===== config.mk =====
export PLATFORM = sky130hd
export DESIGN_NAME = url_percent_decoder_top
export DESIGN_NICKNAME = d
export VERILOG_FILES = /design/src/sv/upd_pkg.sv /design/src/sv/upd_front.sv /design/src/sv/upd_queue.sv /design/src/sv/upd_back.sv /design/src/sv/url_percent_decoder_top.sv
export SDC_FILE = /design/constraint.sdc
export NUM_CORES = 1
export LEC_CHECK = 0
export BUFFER_PORTS_ARGS = -buffer_cell sky130_fd_sc_hd__buf_2
export CORE_MARGIN = 2
export CORE_UTILIZATION = 55
export DETAILED_ROUTE_END_ITERATION = 16
export PLACE_DENSITY = 0.75
export SYNTH_ARGS = -nofsm -noshare
export SYNTH_HDL_FRONTEND = slang
export SYNTH_HIERARCHICAL = 1
export SYNTH_SLANG_ARGS = --single-unit

===== constraint.sdc =====
create_clock -name clk -period 3.6 [get_ports clk]
set_input_delay 0.36 -clock clk [delete_from_list [all_inputs] [get_ports clk]]
set_output_delay 0.36 -clock clk [all_outputs]
set_load 0.01 [all_outputs]

===== src/sv/upd_pkg.sv =====
package upd_pkg;

  localparam logic [7:0] CHAR_PLUS    = 8'h2B;
  localparam logic [7:0] CHAR_PERCENT = 8'h25;
  localparam logic [7:0] CHAR_SPACE   = 8'h20;

  localparam int MAX_CAND = 3;

  typedef struct packed {
    logic [7:0] in_byte;
    logic       in_last;
  } in_item_t;

  typedef struct packed {
    logic [7:0] out_byte;
    logic       byte_valid;
    logic       end_of_string;
    logic       truncated;
  } out_item_t;

  // One parsed item: up to three candidate bytes, in order, ahead of the capacity check
  typedef struct packed {
    logic [MAX_CAND-1:0][7:0] cand;
    logic [1:0]               n_cand;
    logic                     last;
  } cmd_t;

  function automatic logic is_hex(input logic [7:0] c);
    return (c inside {[8'h30:8'h39], [8'h41:8'h46], [8'h61:8'h66]});
  endfunction

  function automatic logic [3:0] hex_nibble(input logic [7:0] c);
    logic [3:0] v;
    if (c inside {[8'h30:8'h39]}) begin
      v = c[3:0];
    end else begin
      v = c[3:0] + 4'd9;
    end
    return v;
  endfunction

endpackage


===== src/sv/upd_front.sv =====
module upd_front (
  input  logic             clk,
  input  logic             rst,
  input  logic             src_valid,
  output logic             src_ready,
  input  upd_pkg::in_item_t src_item,
  input  logic             q_ready,
  output logic             push,
  output upd_pkg::cmd_t    cmd
);

  localparam logic [1:0] PH_IDLE = 2'd0;
  localparam logic [1:0] PH_PCT  = 2'd1;
  localparam logic [1:0] PH_HEX  = 2'd2;

  logic [1:0] phase;
  logic [1:0] phase_next;
  logic [7:0] held;
  logic [7:0] held_next;

  assign src_ready = q_ready;
  assign push      = src_valid && q_ready;

  always_comb begin
    logic [7:0] b;
    logic       last;
    logic [1:0] n;
    logic       reparse;
    b          = src_item.in_byte;
    last       = src_item.in_last;
    n          = 2'd0;
    reparse    = 1'b0;
    cmd        = '0;
    phase_next = PH_IDLE;
    held_next  = held;
    case (phase)
      PH_PCT: begin
        if (upd_pkg::is_hex(b) && !last) begin
          held_next  = b;
          phase_next = PH_HEX;
        end else begin
          cmd.cand[0] = upd_pkg::CHAR_PERCENT;
          n           = 2'd1;
          reparse     = 1'b1;
        end
      end
      PH_HEX: begin
        if (upd_pkg::is_hex(held) && upd_pkg::is_hex(b)) begin
          cmd.cand[0] = {upd_pkg::hex_nibble(held), upd_pkg::hex_nibble(b)};
          n           = 2'd1;
        end else begin
          // bad escape: pass '%' and the held digit through, then reparse
          cmd.cand[0] = upd_pkg::CHAR_PERCENT;
          cmd.cand[1] = held;
          n           = 2'd2;
          reparse     = 1'b1;
        end
      end
      default: begin
        reparse = 1'b1;
      end
    endcase
    if (reparse) begin
      if (b == upd_pkg::CHAR_PLUS) begin
        cmd.cand[n] = upd_pkg::CHAR_SPACE;
        n           = n + 2'd1;
      end else if (b == upd_pkg::CHAR_PERCENT && !last) begin
        phase_next = PH_PCT;
      end else begin
        cmd.cand[n] = b;
        n           = n + 2'd1;
      end
    end
    if (last) begin
      phase_next = PH_IDLE;
      held_next  = '0;
    end
    cmd.n_cand = n;
    cmd.last   = last;
  end

  always_ff @(posedge clk) begin
    if (rst) begin
      phase <= PH_IDLE;
      held  <= '0;
    end else if (push) begin
      phase <= phase_next;
      held  <= held_next;
    end
  end

endmodule


===== src/sv/upd_queue.sv =====
module upd_queue #(
  parameter int DEPTH = 4
) (
  input  logic          clk,
  input  logic          rst,
  input  logic          push,
  input  upd_pkg::cmd_t push_cmd,
  output logic          ready,
  input  logic          pop,
  output logic          head_valid,
  output upd_pkg::cmd_t head_cmd
);

  localparam int AW = (DEPTH > 1) ? $clog2(DEPTH) : 1;
  localparam int CW = $clog2(DEPTH + 1);

  upd_pkg::cmd_t   slots [DEPTH];
  logic [AW-1:0]   wr_ptr;
  logic [AW-1:0]   rd_ptr;
  logic [CW-1:0]   fill;

  assign ready      = (fill != CW'(DEPTH));
  assign head_valid = (fill != '0);
  assign head_cmd   = slots[rd_ptr];

  always_ff @(posedge clk) begin
    if (push) begin
      slots[wr_ptr] <= push_cmd;
    end
  end

  always_ff @(posedge clk) begin
    if (rst) begin
      wr_ptr <= '0;
      rd_ptr <= '0;
      fill   <= '0;
    end else begin
      if (push) begin
        wr_ptr <= (wr_ptr == AW'(DEPTH - 1)) ? '0 : wr_ptr + AW'(1);
      end
      if (pop) begin
        rd_ptr <= (rd_ptr == AW'(DEPTH - 1)) ? '0 : rd_ptr + AW'(1);
      end
      if (push && !pop) begin
        fill <= fill + CW'(1);
      end else if (pop && !push) begin
        fill <= fill - CW'(1);
      end
    end
  end

endmodule


===== src/sv/upd_back.sv =====
module upd_back (
  input  logic              clk,
  input  logic              rst,
  input  logic [15:0]       max_bytes,
  input  logic              cmd_valid,
  input  upd_pkg::cmd_t     cmd,
  output logic              pop,
  output logic              dst_valid,
  input  logic              dst_ready,
  output upd_pkg::out_item_t dst_item
);

  logic [1:0]  idx;
  logic [1:0]  idx_next;
  logic [15:0] count;
  logic [15:0] count_next;
  logic        dropped;
  logic        dropped_next;
  logic        adv;
  logic        step;
  logic        emit;
  logic        done;
  upd_pkg::out_item_t res;

  assign adv  = !dst_valid || dst_ready;
  assign step = cmd_valid && adv;
  assign pop  = step && done;

  // One candidate byte per cycle against the capacity, while the output can advance
  always_comb begin
    logic fits;
    logic cap_hit;
    logic at_end;
    logic step_end;
    fits         = (count < max_bytes);
    cap_hit      = (({1'b0, count} + 17'd1) == {1'b0, max_bytes});
    at_end       = (idx == (cmd.n_cand - 2'd1));
    step_end     = at_end || cap_hit;
    emit         = 1'b0;
    done         = 1'b0;
    res          = '0;
    idx_next     = idx;
    count_next   = count;
    dropped_next = dropped;
    if (cmd.n_cand == 2'd0) begin
      done              = 1'b1;
      emit              = cmd.last;
      res.end_of_string = 1'b1;
      res.truncated     = dropped;
    end else if (fits) begin
      emit              = 1'b1;
      res.out_byte      = cmd.cand[idx];
      res.byte_valid    = 1'b1;
      res.end_of_string = cmd.last && step_end;
      res.truncated     = dropped || (cmd.last && step_end && !at_end);
      count_next        = count + 16'd1;
      if (step_end) begin
        done = 1'b1;
        if (!at_end) begin
          dropped_next = 1'b1;
        end
      end else begin
        idx_next = idx + 2'd1;
      end
    end else begin
      // capacity already full: drop the rest, blank end mark on a last item if nothing went out
      dropped_next      = 1'b1;
      done              = 1'b1;
      emit              = cmd.last && (idx == 2'd0);
      res.end_of_string = 1'b1;
      res.truncated     = 1'b1;
    end
    if (done) begin
      idx_next = 2'd0;
      if (cmd.last) begin
        count_next   = '0;
        dropped_next = 1'b0;
      end
    end
  end

  always_ff @(posedge clk) begin
    if (rst) begin
      idx       <= '0;
      count     <= '0;
      dropped   <= 1'b0;
      dst_valid <= 1'b0;
    end else begin
      if (step) begin
        idx     <= idx_next;
        count   <= count_next;
        dropped <= dropped_next;
      end
      if (adv) begin
        dst_valid <= step && emit;
      end
    end
  end

  always_ff @(posedge clk) begin
    if (adv) begin
      dst_item <= res;
    end
  end

endmodule


===== src/sv/url_percent_decoder_top.sv =====
// Channel   Direction  Handshake              Payload
// src       input      src_valid / src_ready  src_item (in_byte, in_last)
// dst       output     dst_valid / dst_ready  dst_item (out_byte, byte_valid,
//                                             end_of_string, truncated)
// cfg       input      cfg_wr_en              cfg_wr_data (max_output_bytes)
//
// The front end parses one byte per cycle while the queue has room; the back end
// handles candidate bytes singly, so items yielding at most one byte sustain
// one per cycle while dst_ready holds; broken escapes yield more and are
// absorbed by the QUEUE_DEPTH command queue. Synchronous reset clears escape
// state, counters, queue and output valid, and sets max_output_bytes to 65535.
// src_ready drops only when the queue is full.
module url_percent_decoder_top #(
  parameter int QUEUE_DEPTH = 4
) (
  input  logic               clk,
  input  logic               rst,
  input  logic               cfg_wr_en,
  input  logic [15:0]        cfg_wr_data,
  input  logic               src_valid,
  output logic               src_ready,
  input  upd_pkg::in_item_t  src_item,
  output logic               dst_valid,
  input  logic               dst_ready,
  output upd_pkg::out_item_t dst_item
);

  logic [15:0]   max_output_bytes;
  logic          push;
  logic          q_ready;
  logic          pop;
  logic          head_valid;
  upd_pkg::cmd_t push_cmd;
  upd_pkg::cmd_t head_cmd;

  always_ff @(posedge clk) begin
    if (rst) begin
      max_output_bytes <= 16'hFFFF;
    end else if (cfg_wr_en) begin
      max_output_bytes <= cfg_wr_data;
    end
  end

  upd_front u_front (
    .clk       (clk),
    .rst       (rst),
    .src_valid (src_valid),
    .src_ready (src_ready),
    .src_item  (src_item),
    .q_ready   (q_ready),
    .push      (push),
    .cmd       (push_cmd)
  );

  upd_queue #(
    .DEPTH (QUEUE_DEPTH)
  ) u_queue (
    .clk        (clk),
    .rst        (rst),
    .push       (push),
    .push_cmd   (push_cmd),
    .ready      (q_ready),
    .pop        (pop),
    .head_valid (head_valid),
    .head_cmd   (head_cmd)
  );

  upd_back u_back (
    .clk       (clk),
    .rst       (rst),
    .max_bytes (max_output_bytes),
    .cmd_valid (head_valid),
    .cmd       (head_cmd),
    .pop       (pop),
    .dst_valid (dst_valid),
    .dst_ready (dst_ready),
    .dst_item  (dst_item)
  );

endmodule

==> flow_summary.yaml, run 1 <==
status:
  status: "completed"
drt:
  wire_per_inst_um: 21.5
  ant_nets: 0
  drc: 0
  post_drt_via_cell_ratio: 6.20
  drt-initial-drc-count: 546
  wl_met3_um: 1230
  wl_met1_um: 8590
  totalWireLength_um: 21900
  drt_first_pass_iters: 5
  dr_total_vias: 6329
  dr.max_layer_used: "met4"
  route.met2.wl_um: 11300
setup_path:
  critical-path-max-stage-delay_ns: 0.55
  cp-end-kind: "register"
  crit_family: "adder cells"
  rr_worst_depth: 14
  arrival_ns: 3.64
  critPathMaxFanout: 8
  cpMostUsedCell: "a21oi_1"
  cp_num_buf_inv: 3
  critPathKind: "reg -> reg"
  worst_r2r_startpoint: "u_back/count[7]$_SDFFE_PP0P_"
  path_cells: "ha_1 > a21oi_1 > o21ai_0 > a21oi_1 > nand4b_1 > inv_1 > a21oi_1 > inv_1 > ha_1 > inv_1 > fa_1 > xor2_1 > or3_1 > a21oi_1"
  rrSetupSlack_ns: 0.32
  critPathRequiredTime_ns: 3.95
  critPathLaunchType: "register"
  critPathSlowestCell: "dfxtp_1"
  r2r-end: "u_queue/fill[2]$_SDFFE_PP0P_"
cells_and_area:
  final_nets: 859
  area_delta_synth_final_pct: 11.5
  layout_commonest_cell: "edfxtp_1"
  drive_above_1_share_pct: 18.2
  fin_util_pct: 63.1
  final_cell_mix: "edfxtp_1 (119), dfxtp_1 (54), inv_1 (53)"
power_and_ir_drop:
  ir_drop_mv: 0.386
  powerDensity_nw_per_um2: 578
  power_leakage_nw: 3.73
  power_mw: 5.81
clock_network:
  clk_pin_slew_ns: 0.07
  cts_made_buffers: 17
  h-tree-depth: 4
  cts_root_buffer: "clkbuf_16"
  clock_latency_ns: 0.43
  cts_sinks: 174
  cts_tree: "done"
  clk_path_buf_depth: 2
timing:
  setup_tns_ns: 0
  setup_viol: 0
  slew_viol_final: 0
  fmax_mhz: 304
  setup_slack_ns: 0.315
  fin_crit_ns: 3.28
  rsz0062_at_grt: "false"
  min_period_over_period_pct: 91.2
  max_slew_margin_pct: 43.3
  skew_ns: 0.00755
  hold-worst-slack_ns: 0.129
  worstMarginPinSlew_ns: 0.850
  hold_viol: 0
die:
  core-area_um2: 15900
  die_w_um: 132
  initial_core_util_pct: 56.6
  ios: 43
  die_area_um2: 17400
  die_h_um: 132
  rows: 46
placement:
  gp_congestion: 0.926
  dp_slack_ns: 0.198
  port_buffers: 42
  dp_hpwl_um: 15200
yosys:
  ys_seq_elements: 174
  ys_types: 89
  syn_avg_cell_area_um2: 12.2
  synth_fp_nets: 808
  synth_warnings: 6
  synth_area_um2: 9020
  synth-seq-area-share_pct: 51.8
  ys.flop_type: "edfxtp_1"
  async_reset_ff_share_pct: 0
  synth_edf_count: 119
  postSynthCellCount: 739
hold_path:
  hold_end: "max_output_bytes[13]$_SDFFE_PP1P_"
  hp-start: "cfg_wr_data[13]"
  min_path_cells: 2
  hp-class: "in -> reg"
global_routing:
  antenna_found_initial: 0
  grt-ovfl-total: 0
  grt_max_degree: 37
  first_global_vias: 6404
  grt_pass1_wl_um: 35000
  grt_use_total_pct: 26.2
run:
  maxCapViolCount: 0
==> through the flow <==
step                      area (um2)  cells
after global placement          9460    987
after detailed placement        9460    987
after CTS                      10000   1019
final                          10100   1020
after floorplan                 9020    739
after global routing           10100   1019
==> state kept, by name, indices dropped and copies added (netlist names), named ones only <==
register and flops:
u_back/count 16, u_queue/rd_ptr 2, u_back/idx 2, u_front/phase 2, u_queue/wr_ptr 2, u_front/held 8
u_queue/slots 108, u_back/dst_item 11, max_output_bytes 16, u_back/dropped 1, u_queue/fill 3, u_back/dst_valid 1
==> per-layer routing <==
layer	up-vias	track usage, %
li1	2898	-
met1	3150	31.0
met2	227	45.7
met3	54	5.61
met4	0	11.8
met5	-	0
==> where the power goes <==
group	total (mW)	switching (mW)	internal (mW)
combinational	1.54	0.934	0.607
clock	1.76	0.844	0.920
sequential	2.51	0.119	2.39
==> worst max-delay path by stage <==
stage,slack [ns],depth (start not counted),start,to
final,0.32,14,u_back/count[7]$_SDFFE_PP0P_,u_queue/fill[2]$_SDFFE_PP0P_
after global routing,0.006,14,u_back/count[1]$_SDFFE_PP0P_,u_queue/fill[2]$_SDFFE_PP0P_
after CTS,0.25,11,u_front/held[0]$_SDFFE_PP0P_,u_queue/slots[0][8]$_DFFE_PP_
after detailed placement,0.20,12,src_item[1],u_queue/slots[3][8]$_DFFE_PP_
after global placement,0.37,14,u_back/count[1]$_SDFFE_PP0P_,u_queue/fill[2]$_SDFFE_PP0P_
after floorplan,0.06,18,register,u_queue/fill[2]$_SDFFE_PP0P_
==> layout make-up <==
type                    count  area (um2)
clock inverters            15         148
inverters                  54         203
fillers                  1251        5880
multi-input cells         479        3960
repair buffers             64         375
diodes                      1        2.50
clock buffers              17         425
well taps                 216         270
flip-flops and latches    174        4680
==> synthesized netlist by cell type (8+ instances only) <==
library cell / count / area share [%]
inv_1: 53 / 2.2
buf_2: 12 / 0.67
nand4_1: 9 / 0.62
nor2b_1: 18 / 1.2
nor3_1: 9 / 0.50
nand3_1: 15 / 0.83
mux4_2: 20 / 5.0
and2_1: 16 / 1.1
o21ai_0: 20 / 1.1
or3_1: 11 / 0.76
dfxtp_1: 55 / 12
o211ai_1: 8 / 0.67
clkbuf_1: 9 / 0.37
a21oi_1: 39 / 2.2
nand2_1: 38 / 1.6
xor2_1: 16 / 1.6
xnor2_1: 15 / 1.5
ha_1: 38 / 5.3
mux2i_1: 13 / 1.4
nor2_1: 46 / 1.9
a211o_1: 16 / 1.6
edfxtp_1: 119 / 40
==> worst reg2reg max path: stages, from the launching register on <==
cell and delay [ns]:
dfxtp_1 0.55, ha_1 0.34, a21oi_1 0.14, o21ai_0 0.10
a21oi_1 0.23, nand4b_1 0.15, inv_1 0.23, a21oi_1 0.16
inv_1 0.10, ha_1 0.19, inv_1 0.06, fa_1 0.37
xor2_1 0.16, or3_1 0.30, a21oi_1 0.13
==> logic make-up after synthesis <==
family | after synthesis | share of synthesized area (%)
adder cells (fa/ha/maj) | 39 | 5.49
buffers and inverters | 86 | 4.60
flip-flops | 174 | 51.8
AO/OA/AOI/OAI | 159 | 13.3
multiplexers | 41 | 8.60
XOR/XNOR | 31 | 3.01
AND/OR/NAND/NOR | 209 | 13.2
==> repair_timing <==
action | 4_1_cts | 5_1_grt
setup endpoints to repair | 0 | 21
gates resized for setup | 0 | 5
setup buffers | 0 | 0
hold buffers | 0 | 0
(Power assumes the default switching activity.)
==> run 2: changes to the inputs <==
--- a/config.mk
+++ b/config.mk
@@ -9,7 +9,7 @@
 export CORE_MARGIN = 2
 export CORE_UTILIZATION = 55
 export DETAILED_ROUTE_END_ITERATION = 16
-export PLACE_DENSITY = 0.75
+export PLACE_DENSITY_LB_ADDON = 0.2
 export SYNTH_ARGS = -nofsm -noshare
 export SYNTH_HDL_FRONTEND = slang
 export SYNTH_HIERARCHICAL = 1
==> flow_summary.yaml, run 2 (synthesis results as in run 1) <==
die:
  rows: 46
  die_h_um: 132
  initial_core_util_pct: 56.6
  core-area_um2: 15900
  die_w_um: 132
  ios: 43
  die_area_um2: 17400
cells_and_area:
  multi_input_area_um2: 3970
  regArea_um2: 4680
  reg.largest.list: "u_queue/slots: 108 flops, max_output_bytes: 16 flops, u_back/count: 16 flops"
  area_delta_synth_final_pct: 11.9
  layout_commonest_cell: "edfxtp_1"
  fill_cells: 1270
  final_nets: 860
  final_cell_mix: "edfxtp_1 (119), dfxtp_1 (54), inv_1 (53)"
  drive_above_1_share_pct: 19.0
  antenna_cells: 0
  largest_reg_flops: 108
  top_register: "u_queue/slots"
setup_path:
  cpMostUsedCell: "inv_1"
  path_cells: "ha_2 > nand3_2 > nor4_4 > xnor2_1 > a211oi_4 > a31oi_2 > a21oi_2 > inv_1 > ha_1 > inv_1 > fa_1 > xor2_1 > or3_1 > a21oi_1"
  cp_num_buf_inv: 2
  critical-path-max-stage-delay_ns: 0.44
  rrSetupSlack_ns: 0.21
  arrival_ns: 3.75
  critPathLaunchType: "register"
  critPathRequiredTime_ns: 3.96
  critPathSlowestCell: "dfxtp_1"
  critPathKind: "reg -> reg"
  critPathMaxFanout: 7
  crit_family: "compound AO/OA/AOI/OAI gates"
  cp-end-kind: "register"
placement:
  port_buffers: 42
  dp_slack_ns: 0.0387
  gp_congestion: 0.926
  dp_hpwl_um: 14500
drt:
  drt_first_pass_iters: 6
  route.met2.wl_um: 9310
  wire_per_inst_um: 20.4
  drc: 0
  ant_nets: 0
  wl_met3_um: 1330
  dr.max_layer_used: "met5"
  dr_total_vias: 6283
  wl_met1_um: 9850
  drt-initial-drc-count: 673
  post_drt_via_cell_ratio: 6.16
  totalWireLength_um: 20800
timing:
  fmax_mhz: 295
  min_period_over_period_pct: 94.1
  setup_slack_ns: 0.211
  max_slew_margin_pct: 42.9
  skew_ns: 0.0102
  worstMarginPinSlew_ns: 0.856
  hold_viol: 0
  setup_viol: 0
  fin_crit_ns: 3.39
  slew_viol_final: 0
hold_path:
  hp-class: "in -> reg"
clock_network:
  cts_sinks: 174
  clock_latency_ns: 0.44
  cts_tree: "done"
  hold_buffers: 0
  clk_pin_slew_ns: 0.07
  cts_root_buffer: "clkbuf_16"
  cts_made_buffers: 17
  cts-resized-gates: 0
  post_cts_buffers: 0
  h-tree-depth: 4
  clk_path_buf_depth: 2
global_routing:
  antenna_found_initial: 1
  grt-ovfl-total: 0
  grt_use_total_pct: 24.8
  grt_pass1_wl_um: 33300
  grt_max_degree: 37
  first_global_vias: 6053
run:
  maxCapViolCount: 0
status:
  status: "completed"
power_and_ir_drop:
  power_leakage_nw: 3.74
  powerDensity_nw_per_um2: 586
  power_mw: 5.92
  ir_drop_mv: 0.391
## run 2: metrics by stage
step                instance area (um2)  instances  hold slack [ns]  setup TNS [ns]  utilization (%)
finish                            10100       1020            0.121               0             63.3
global route                      10100       1020            0.123        -0.00291             63.3
detailed placement                 9460        988            0.475               0             59.4
floorplan                          9020        739            0.429               0                -
global placement                   9460        988            0.463               0             59.4
CTS                               10100       1020            0.111               0             63.1
## run 2: metal layers
layer  up-vias  global-route usage, %
li1       2901                      -
met1      3090                   36.3
met2       259                   37.2
met3        31                   4.88
met4         2                   8.09
met5         -                      0
## run 2: worst reg2reg max path, stage by stage, from the launching register on
cell and delay (ns):
dfxtp_1 0.44, ha_2 0.30, nand3_2 0.19, nor4_4 0.37
xnor2_1 0.17, a211oi_4 0.31, a31oi_2 0.17, a21oi_2 0.25
inv_1 0.10, ha_1 0.22, inv_1 0.07, fa_1 0.18
xor2_1 0.07, or3_1 0.30, a21oi_1 0.16
## run 2: final timing paths
path,startpoint,end,cells after the start
worst max-delay path,u_back/count[1]$_SDFFE_PP0P_,u_queue/fill[2]$_SDFFE_PP0P_,14
worst min-delay path,cfg_wr_data[5],max_output_bytes[5]$_SDFFE_PP1P_,2
worst max register to register,u_back/count[1]$_SDFFE_PP0P_,u_queue/fill[2]$_SDFFE_PP0P_,14
worst min register to register,u_front/phase[0]$_SDFFE_PP0P_,u_front/phase[0]$_SDFFE_PP0P_,2
## run 2: area by class of cell
cell class | count | area share (%)
Clock buffer | 17 | 4.21
Tap cell | 216 | 2.68
Clock inverter | 15 | 1.67
Inverter | 54 | 2.01
Multi-Input combinational cell | 479 | 39.3
Timing Repair Buffer | 65 | 3.79
Sequential cell | 174 | 46.3
## run 2: where the power goes
group | internal [mW] | leakage [nW] | total [mW] | switching, mW
clock | 0.991 | 0.289 | 1.83 | 0.844
sequential | 2.39 | 1.56 | 2.49 | 0.0994
combinational | 0.634 | 1.89 | 1.59 | 0.959
